==> config.mk <==
export PLATFORM = sky130hd
export DESIGN_NAME = row_column_transposition_cipher_top
export DESIGN_NICKNAME = d
export VERILOG_FILES = /design/src/rtl/core/rcc_pkg.sv /design/src/rtl/core/rcc_tables.sv /design/src/rtl/core/rcc_store.sv /design/src/rtl/core/row_column_transposition_cipher_top.sv
export SDC_FILE = /design/constraint.sdc
export NUM_CORES = 1
export LEC_CHECK = 0
export ABC_AREA = 1
export CAP_MARGIN = 25
export CORE_MARGIN = 2
export CORE_UTILIZATION = 41
export DETAILED_ROUTE_END_ITERATION = 6
export DONT_BUFFER_PORTS = 1
export PLACE_DENSITY_LB_ADDON = 0.2
export SETUP_SLACK_MARGIN = 0.1
export SYNTH_ARGS = -nofsm -noshare
export SYNTH_HDL_FRONTEND = slang
export SYNTH_HIERARCHICAL = 1
export SYNTH_SLANG_ARGS = --single-unit
==> constraint.sdc <==
create_clock -name clk -period 5.6 [get_ports clk]
set_clock_uncertainty 0.2 [all_clocks]
set_input_delay 0 -clock clk [delete_from_list [all_inputs] [get_ports clk]]
set_output_delay 0 -clock clk [all_outputs]
set_load 0.1 [all_outputs]
==> src/rtl/core/rcc_pkg.sv <==
// Shared constants and types for the row/column transposition cipher.
// Holds register widths, reset values and configuration register indexes.
// No dependencies.
package rcc_pkg;

	localparam int BYTE_W      = 8;
	localparam int ROW_REG_W   = 6;
	localparam int COL_REG_W   = 21;
	localparam int CFG_DATA_W  = 21;
	localparam int ROW_ENTRY_W = 2;
	localparam int COL_ENTRY_W = 3;

	localparam int ROW_REG_ENTRIES = ROW_REG_W / ROW_ENTRY_W;
	localparam int COL_REG_ENTRIES = COL_REG_W / COL_ENTRY_W;

	localparam logic [ROW_REG_W-1:0] ROW_ORDER_RESET    = 6'd33;
	localparam logic [COL_REG_W-1:0] COLUMN_ORDER_RESET = 21'd1426817;

	typedef enum logic [0:0] {
		CFG_ROW_ORDER    = 1'b0,
		CFG_COLUMN_ORDER = 1'b1
	} cfg_index_t;

endpackage

==> src/rtl/core/rcc_tables.sv <==
// Configuration registers for the row and column order tables, decoded into
// clamped per-entry source indexes. Depends on rcc_pkg.
module rcc_tables #(
	parameter int ROWS    = 3,
	parameter int COLUMNS = 7,
	parameter int RW      = $clog2(ROWS),
	parameter int CW      = $clog2(COLUMNS)
) (
	input  logic                          clk,
	input  logic                          arst_n,
	input  logic                          cfg_we,
	input  rcc_pkg::cfg_index_t           cfg_index,
	input  logic [rcc_pkg::CFG_DATA_W-1:0] cfg_data,
	output logic [ROWS-1:0][RW-1:0]       row_tab,
	output logic [COLUMNS-1:0][CW-1:0]    col_tab
);
	import rcc_pkg::*;

	logic [ROW_REG_W-1:0] row_order_q;
	logic [COL_REG_W-1:0] column_order_q;

	always_ff @(posedge clk or negedge arst_n) begin
		if (!arst_n) begin
			row_order_q    <= ROW_ORDER_RESET;
			column_order_q <= COLUMN_ORDER_RESET;
		end else if (cfg_we) begin
			unique case (cfg_index)
				CFG_ROW_ORDER:    row_order_q    <= cfg_data[ROW_REG_W-1:0];
				CFG_COLUMN_ORDER: column_order_q <= cfg_data[COL_REG_W-1:0];
			endcase
		end
	end

	// Entries above the register width read as zero; out-of-range entries clamp
	// to the last row or column.
	for (genvar i = 0; i < ROWS; i++) begin : g_row
		logic [ROW_ENTRY_W-1:0] raw;
		if (i < ROW_REG_ENTRIES) begin : g_in
			assign raw = row_order_q[i*ROW_ENTRY_W +: ROW_ENTRY_W];
		end else begin : g_out
			assign raw = '0;
		end
		assign row_tab[i] = (int'(raw) >= ROWS) ? RW'(ROWS - 1) : RW'(raw);
	end

	for (genvar j = 0; j < COLUMNS; j++) begin : g_col
		logic [COL_ENTRY_W-1:0] raw;
		if (j < COL_REG_ENTRIES) begin : g_in
			assign raw = column_order_q[j*COL_ENTRY_W +: COL_ENTRY_W];
		end else begin : g_out
			assign raw = '0;
		end
		assign col_tab[j] = (int'(raw) >= COLUMNS) ? CW'(COLUMNS - 1) : CW'(raw);
	end

endmodule

==> src/rtl/core/rcc_store.sv <==
// Two-bank block buffer: one write port and one read port with a registered,
// enabled read data output. Depends on rcc_pkg.
module rcc_store #(
	parameter int DEPTH = 42,
	parameter int AW    = $clog2(DEPTH)
) (
	input  logic                      clk,
	input  logic                      we,
	input  logic [AW-1:0]             waddr,
	input  logic [rcc_pkg::BYTE_W-1:0] wdata,
	input  logic                      re,
	input  logic [AW-1:0]             raddr,
	output logic [rcc_pkg::BYTE_W-1:0] rdata
);
	import rcc_pkg::*;

	logic [BYTE_W-1:0] mem [DEPTH];

	always_ff @(posedge clk) begin
		if (we) begin
			mem[waddr] <= wdata;
		end
	end

	always_ff @(posedge clk) begin
		if (re) begin
			rdata <= mem[raddr];
		end
	end

endmodule

==> src/rtl/core/row_column_transposition_cipher_top.sv <==
// Top level of the row/column transposition cipher.
// Depends on rcc_pkg, rcc_tables and rcc_store.
//
// Plaintext bytes enter on the s_ channel, one per beat, filling a ROWS by
// COLUMNS block in row-major order. When the last byte of a block is taken,
// the block is emitted on the m_ channel permuted: output position (r,c)
// carries the stored byte at row row_order[r] and column column_order[c].
// m_tlast marks the final beat of each block.
// The buffer holds two banks, so one block fills while the previous one is
// read out. Within a block both channels move one beat per cycle while not
// stalled; once the last input beat of a block is taken the reader starts
// it, and its first output beat comes from the registered read port. The
// input stalls on the last byte of a block while the previous block is
// still being read out.
// When m_tready is low the output register holds its beat and the reader
// waits. Reset empties the open block and drops any pending output and
// loads the default tables {1,0,2} and {1,0,6,2,4,3,5}.
// Tables are read while a block is read out, so cfg_we writes go between blocks.
module row_column_transposition_cipher_top #(
	parameter int ROWS    = 3,
	parameter int COLUMNS = 7
) (
	input  logic                          clk,
	input  logic                          arst_n,
	input  logic                          cfg_we,
	input  rcc_pkg::cfg_index_t           cfg_index,
	input  logic [rcc_pkg::CFG_DATA_W-1:0] cfg_data,
	input  logic                          s_tvalid,
	output logic                          s_tready,
	input  logic [rcc_pkg::BYTE_W-1:0]    s_tdata,   // [7:0] plain_byte
	output logic                          m_tvalid,
	input  logic                          m_tready,
	output logic [rcc_pkg::BYTE_W-1:0]    m_tdata,   // [7:0] cipher_byte
	output logic                          m_tlast
);
	import rcc_pkg::*;

	localparam int BLOCK = ROWS * COLUMNS;
	localparam int RW    = $clog2(ROWS);
	localparam int CW    = $clog2(COLUMNS);
	localparam int FW    = $clog2(BLOCK);
	localparam int DEPTH = 2 * BLOCK;
	localparam int AW    = $clog2(DEPTH);

	logic [ROWS-1:0][RW-1:0]    row_tab;
	logic [COLUMNS-1:0][CW-1:0] col_tab;

	logic [FW-1:0] fill_q;
	logic          wr_bank_q;
	logic          rd_busy_q;
	logic          rd_bank_q;
	logic [RW-1:0] rd_row_q;
	logic [CW-1:0] rd_col_q;
	logic          m_tvalid_q;
	logic          m_tlast_q;

	logic          fill_last;
	logic          in_beat;
	logic          advance;
	logic          rd_en;
	logic          rd_last;
	logic [AW-1:0] wr_addr;
	logic [AW-1:0] rd_addr;
	logic [RW-1:0] src_row;
	logic [CW-1:0] src_col;

	rcc_tables #(
		.ROWS    (ROWS),
		.COLUMNS (COLUMNS),
		.RW      (RW),
		.CW      (CW)
	) u_tables (
		.clk       (clk),
		.arst_n    (arst_n),
		.cfg_we    (cfg_we),
		.cfg_index (cfg_index),
		.cfg_data  (cfg_data),
		.row_tab   (row_tab),
		.col_tab   (col_tab)
	);

	assign fill_last = (fill_q == FW'(BLOCK - 1));
	assign s_tready  = !(fill_last && rd_busy_q);
	assign in_beat   = s_tvalid && s_tready;
	assign wr_addr   = (wr_bank_q ? AW'(BLOCK) : AW'(0)) + AW'(fill_q);

	assign advance = !m_tvalid_q || m_tready;
	assign rd_en   = advance && rd_busy_q;
	assign rd_last = (rd_row_q == RW'(ROWS - 1)) && (rd_col_q == CW'(COLUMNS - 1));
	assign src_row = row_tab[rd_row_q];
	assign src_col = col_tab[rd_col_q];
	assign rd_addr = (rd_bank_q ? AW'(BLOCK) : AW'(0))
		+ AW'(src_row) * AW'(COLUMNS) + AW'(src_col);

	rcc_store #(
		.DEPTH (DEPTH),
		.AW    (AW)
	) u_store (
		.clk   (clk),
		.we    (in_beat),
		.waddr (wr_addr),
		.wdata (s_tdata),
		.re    (rd_en),
		.raddr (rd_addr),
		.rdata (m_tdata)
	);

	always_ff @(posedge clk or negedge arst_n) begin
		if (!arst_n) begin
			fill_q     <= '0;
			wr_bank_q  <= 1'b0;
			rd_busy_q  <= 1'b0;
			rd_bank_q  <= 1'b0;
			rd_row_q   <= '0;
			rd_col_q   <= '0;
			m_tvalid_q <= 1'b0;
			m_tlast_q  <= 1'b0;
		end else begin
			if (in_beat) begin
				if (fill_last) begin
					fill_q    <= '0;
					wr_bank_q <= ~wr_bank_q;
				end else begin
					fill_q <= fill_q + FW'(1);
				end
			end

			if (in_beat && fill_last) begin
				rd_busy_q <= 1'b1;
				rd_bank_q <= wr_bank_q;
				rd_row_q  <= '0;
				rd_col_q  <= '0;
			end else if (rd_en) begin
				if (rd_last) begin
					rd_busy_q <= 1'b0;
				end else if (rd_col_q == CW'(COLUMNS - 1)) begin
					rd_col_q <= '0;
					rd_row_q <= rd_row_q + RW'(1);
				end else begin
					rd_col_q <= rd_col_q + CW'(1);
				end
			end

			if (advance) begin
				m_tvalid_q <= rd_busy_q;
				m_tlast_q  <= rd_busy_q && rd_last;
			end
		end
	end

	assign m_tvalid = m_tvalid_q;
	assign m_tlast  = m_tlast_q;

endmodule

# [Word level (Yosys, flattened, before mapping)]
# Memory sizes are Yosys's and may differ from the RTL's. A register that Yosys moved wholly into a read port is not among the register bits.
# Index checks and enable logic that the tools add are counted.
[word_totals] ff_bits=42 ramBits=336 inputBits=35 out_inout_bits=11 word_cells=84 n_memories=1
[op_classes] addsub=6 multipliers=1 magnitude_cmp=12 n_eq_ne=4 n_mux=30 bitwise=2 reduce_logical=18
[memory_table] memory="u_store.mem" depth=42 width=8 rd=1 rd_clocked_by_memory_dff=1 write_ports=1 line_no="rcc_store.sv:17" source="logic [BYTE_W-1:0] mem [DEPTH];"
[op_table] operator="two-way mux 3 bit" count=12
[op_table] operator=">= comparator 3 bit (second input constant)" count=7
[op_table] operator="two-way mux 2 bit" count=8
[op_table] operator="two-way mux 5 bit" count=3
[op_table] operator="adder 5 x 5 -> 6 bit" count=2
[op_table] operator="AND reduction 2 bit" count=5
[op_table] operator="binary-select mux 3 bit (select 3 bit)" count=1
[op_table] operator="adder 6 x 3 -> 6 bit" count=1
[op_table] operator=">= comparator 2 bit (second input constant)" count=3
[op_table] operator="logical AND 1 bit" count=6
[op_table] operator="nonzero test 2 bit" count=3
[op_table] operator="adder 5 x 1 -> 5 bit (second input constant)" count=1
[op_table] operator="equality test 5 bit (second input constant)" count=1
[op_table] operator="multiplier 2 x 3 -> 5 bit (second input constant)" count=1
[op_table] operator="two-way mux 1 bit" count=5
[op_table] operator="binary-select mux 2 bit (select 2 bit)" count=1
[op_table] operator="< comparator 3 x 4 -> 1 bit (second input constant)" count=1
[op_table] operator="adder 3 x 1 -> 3 bit (second input constant)" count=1
[op_table] operator="equality test 3 bit (second input constant)" count=1
[op_table] operator="< comparator 2 x 3 -> 1 bit (second input constant)" count=1
[op_table] operator="AND reduction 3 bit" count=1
[op_table] operator="adder 2 x 1 -> 2 bit (second input constant)" count=1
[op_table] operator="equality test 2 bit (second input constant)" count=1
[op_table] operator="zero test 1 bit" count=2
[op_table] operator="other kinds (3)" count=4

# [Depth between registers and ports, before layout]
[logic_depth] word_depth=7 mapped_depth=22 ltp_nobuf=20

# [By module]
# The synthesis kept the hierarchy.
[modules_own_cells] mod="rcc_store" instances=1 cells_per_inst=1188 area_per_inst_um2=14109.8 seq_area_each_um2=10329.9
[modules_own_cells] mod="row_column_transposition_cipher_top" instances=1 cells_per_inst=203 area_per_inst_um2=1490.2 seq_area_each_um2=375.4
[modules_own_cells] mod="rcc_tables" instances=1 cells_per_inst=148 area_per_inst_um2=1249.9 seq_area_each_um2=689.4

# [Least setup slack after synthesis]
# OpenSTA, ideal clock, no wires.
[synth_path] path_kind="register to register" from="register u_tables.row_order_q[0]" to="register u_store/rdata[1] (netlist bit) (read register of u_store.mem), data pin" setup_ns=0.253 t_arrival_ns=3.493 required_time_ns=5.147 slack_ns=1.654 path_stages_with_launch=19 path_buffers=2 synth_period_minus_slack_ns=3.946 cell_sequence="dfstp_2 > inv_1 > nor2_1 > nor2_1 > o31ai_1 > fa_1 > ha_1 > ha_1 > inv_1 > fa_1 > xnor2_1 > buf_2 > inv_1 > clkbuf_1 > nor2_1 > o21ai_0 > nand2_1 > nand2_1 > nand2_1"
[synth_lines] item="start, declared" line_no="rcc_tables.sv:19" source="logic [ROW_REG_W-1:0] row_order_q;"
[synth_lines] item="start signal, assigned" line_no="rcc_tables.sv:28" source="CFG_ROW_ORDER: row_order_q <= cfg_data[ROW_REG_W-1:0];"
[synth_lines] item="end, declared" line_no="rcc_store.sv:13" source="output logic [rcc_pkg::BYTE_W-1:0] rdata"

# [Worst setup path after layout]
[layout_path] from="register rd_col_q[0]" to="register u_store/rdata[0] (netlist bit) (read register of u_store.mem), data pin"
[layout_via] elab_chain_cells=3
[layout_rtl] item="start, declared" line_no="row_column_transposition_cipher_top.sv:53" source="logic [CW-1:0] rd_col_q;"
[layout_rtl] item="start signal, assigned" line_no="row_column_transposition_cipher_top.sv:140" source="rd_col_q <= rd_col_q + CW'(1);"
[layout_rtl] item="binary-select mux 3 bit (select 3 bit)" line_no="row_column_transposition_cipher_top.sv:91" source="assign src_col = col_tab[rd_col_q];"
[layout_rtl] item="two-way mux 3 bit (not written as such)" line_no="row_column_transposition_cipher_top.sv:91"
[layout_rtl] item="adder 6 x 3 -> 6 bit" line_no="row_column_transposition_cipher_top.sv:93" source="+ AW'(src_row) * AW'(COLUMNS) + AW'(src_col);"
[layout_rtl] item="via rd_addr[2]" line_no="row_column_transposition_cipher_top.sv:63" source="logic [AW-1:0] rd_addr;"
# The timed path passes the listed nets, and every way through them passes these cells. The select of a mux whose other input is x is not followed.
# A chain may end at the register's enable or synchronous reset.

==> metrics.cfg <==
[critical_path]
slowest_stage=dfrtp_1
r2r_end=u_store/rdata[0]
crit_path_end_kind=flop
crit_path_cell_trace=inv_2 > nand2_1 > inv_1 > nand2_1 > nand3_1 > nand2_1 > nand3_1 > fa_1 > ha_1 > ha_2 > inv_1 > fa_1 > inv_1 > buf_4 > inv_1 > buf_4 > nand3_1 > nand2_1 > nand2_1 > nand3_1 > nand3_1 > nand2_1
worst_path_largest_cell_delay_ps=610
cp.depth=22
criticalPathCategory=flop to flop
crit_path_max_fanout=24
critPathMostFrequentCell=nand2_1
r2r-start=rd_col_q[0]
critPathArrivalTime_ps=4760
reg2reg_depth=22
critPathBufInv=7
cp_top_family=adder cells
crit_start=rd_col_q[0]
r2r_slack_ps=940
start_kind=flop
cp-endpoint=u_store/rdata[0]
critPathRequiredTime_ps=5700

[timing]
fin_crit_ps=4661
worst_slew_pin_slew_ps=1068
max-slew-margin-rel_pct=28.55
rsz0062_at_grt=no
fmax_ghz=0.2145
hold_viol_final=0
slew_viol_final=0
setup_tns_ps=0
finalCritPeriodShare_pct=83.24
setup_viol=0

[detailed_routing]
wl_per_cell_um=19.76
drtIter0Drc=1042
vias=11293
drt_pass1_iterations=5
drc=0
avgViaCountPerCell=5.265
antenna_left=0
wirelength_um=42380

[floorplan]
coreArea_um2=40740
die_w_um=206.7
start_util_pct=41.36
num_io_pins=46
num_rows=74
die_y_um=206.7
die_area_um2=42740

[layout]
fin_area_um2=19290
nets=1637
n_fill_cell=3688
regArea_um2=11390
syn_to_final_growth_pct=14.51
final_layout_size_suffix_gt1_share_pct=7.192
n_antenna_cell=0
multi_input_area_um2=4594

[yosys]
syn-num-nets=1593
ys_types=34
syn_area_um2=16850
synthMuxAreaShare_pct=0
synthTopCellsByArea=edfxtp_1 (61%), nand2_1 (10%), nand3_1 (8.4%)
synth-compound-area-share_pct=2.985
synth_area_leader_cell=edfxtp_1
synth-xor-area-share_pct=0.3639
synth_top_area_share_pct=61.31
syn_avg_cell_area_um2=10.95
ys.flop_type=edfxtp_1
synthSimpleGateAreaFrac_pct=22.24
synth-seq-cells=386
yosys_warnings=6
synth_top_family_by_area=simple AND/OR/NAND/NOR gates
syn_inst=1539
synth_edf_count=344
seq_area_frac_synth_pct=67.62
async_reset_ff_share_pct=10.88
synth_fa_ha_area_share_pct=1.589

[clock_network]
cts.htree.levels=2
postCtsSetupBuffers=0
clock_sinks=386
clk_pin_slew_ps=60
clockBufferDepth=3
cts_root_buf=clkbuf_16
cts_tree=done
cts_buffers=42
clkLatencyLatePin_ps=560

[placement]
gp_congestion=0.8245
dpl-instance-area_um2=17050
dp_hpwl_um=24770
port_buffers=0

[flow_run]
drv_cap=0

[global_route]
grt_overflow=0
grt_pass1_vias=11015
track_usage_pct=20.42
grt_max_degree=177
antenna_found_initial=0
grt_pass1_wl_um=65760

[run_status]
outcome=completed

[hold_path]
min_path_type=input pin to flop

worst min-delay path: stages:
cell and delay (ps):
dlygate4sd3_1 640, nand3_1 120, o21ai_1 50
through the flow:
step                      util (%)  setup slack, ps  hold WS (ps)  instances
final                        47.36            938.8         109.2       2145
after global routing         47.36            648.6         125.0       2145
after detailed placement     41.86            955.3        -494.0       1986
after floorplan                  -             1654        -495.6       1539
after CTS                    47.36            947.4         77.36       2145
after global placement       41.86             1036        -494.1       1986
cell type report:
type / instances / share of cell area (%)
Sequential cell: 386 / 59.06
Multi-Input combinational cell: 988 / 23.81
Clock buffer: 49 / 5.804
Timing Repair Buffer: 100 / 5.707
Tap cell: 532 / 3.450
Inverter: 65 / 1.290
Clock inverter: 25 / 0.8819
cell usage after synthesis (2+ instances only):
cell type / count
nand3_1: 284
buf_1: 6
inv_2: 4
nand2_4: 2
nor2_1: 107
nor3_1: 11
inv_4: 2
nand4_1: 2
o211ai_1: 25
buf_2: 20
o31ai_1: 2
nand2_2: 7
a21boi_0: 7
buf_6: 19
dfrtp_1: 31
xnor2_1: 2
dfstp_2: 11
edfxtp_1: 344
xor2_1: 5
fa_1: 4
inv_1: 59
nand2_1: 464
o21ai_0: 41
buf_4: 18
ha_1: 15
clkbuf_1: 36
a21oi_1: 4
cell families after synthesis:
| logic type | after synthesis |
|---|---|
| buf+inv | 165 |
| compound gates | 82 |
| fa+ha+maj | 19 |
| simple gates | 880 |
| flops | 386 |
| xor+xnor | 7 |
worst min-delay path by stage:
| stage | from | end | slack [ps] | cells after the start |
|---|---|---|---|---|
| 2_1_floorplan | arst_n | fill_q[0] | -500 | 0 |
| 3_3_place_gp | arst_n | u_tables/column_order_q[9] | -490 | 0 |
| 3_5_place_dp | arst_n | u_tables/column_order_q[9] | -490 | 0 |
| 4_1_cts | s_tvalid | fill_q[1] | 80 | 3 |
| 5_1_grt | s_tvalid | fill_q[1] | 130 | 3 |
| 6_report | s_tvalid | fill_q[1] | 110 | 3 |
registers in the layout (all words and copies together) (netlist names):
signal	count
u_store/mem	336
u_tables/column_order_q	21
u_store/rdata	8
u_tables/row_order_q	6
fill_q	5
rd_col_q	3
rd_row_q	2
m_tlast	1
m_tvalid	1
rd_bank_q	1
rd_busy_q	1
wr_bank_q	1
routing by layer:
metal,track usage (%),vias to the layer above,share of wire (%)
met5,0,-,0
met4,7.573,0,3.2
met2,33.86,323,49
li1,-,5366,-
met1,27.09,5515,42
met3,3.469,89,5.4
cells in the final DEF (no fill, tap or decap), types with 4 or more instances in the layout:
cell type / count
nand2_1: 464
edfxtp_1: 344
nand3_1: 284
nor2_1: 107
dlygate4sd3_1: 75
inv_1: 59
clkbuf_16: 44
o21ai_0: 41
dfrtp_1: 31
o211ai_1: 25
ha_1: 13
buf_12: 13
buf_4: 12
nor3_1: 11
clkinv_1: 11
dfstp_2: 11
clkinv_2: 9
nand2_2: 7
a21boi_0: 7
xor2_1: 5
clkbuf_1: 5
inv_2: 4
a21oi_1: 4
fa_1: 4
timing repair:
item                                   in CTS  in global routing
hold buffers                               85                  0
gates resized for setup                     0                  0
endpoints found under the hold margin     440                  0
Power is not shown: default switching activity piles up to over one toggle a cycle in this logic, so the estimate is an artifact.
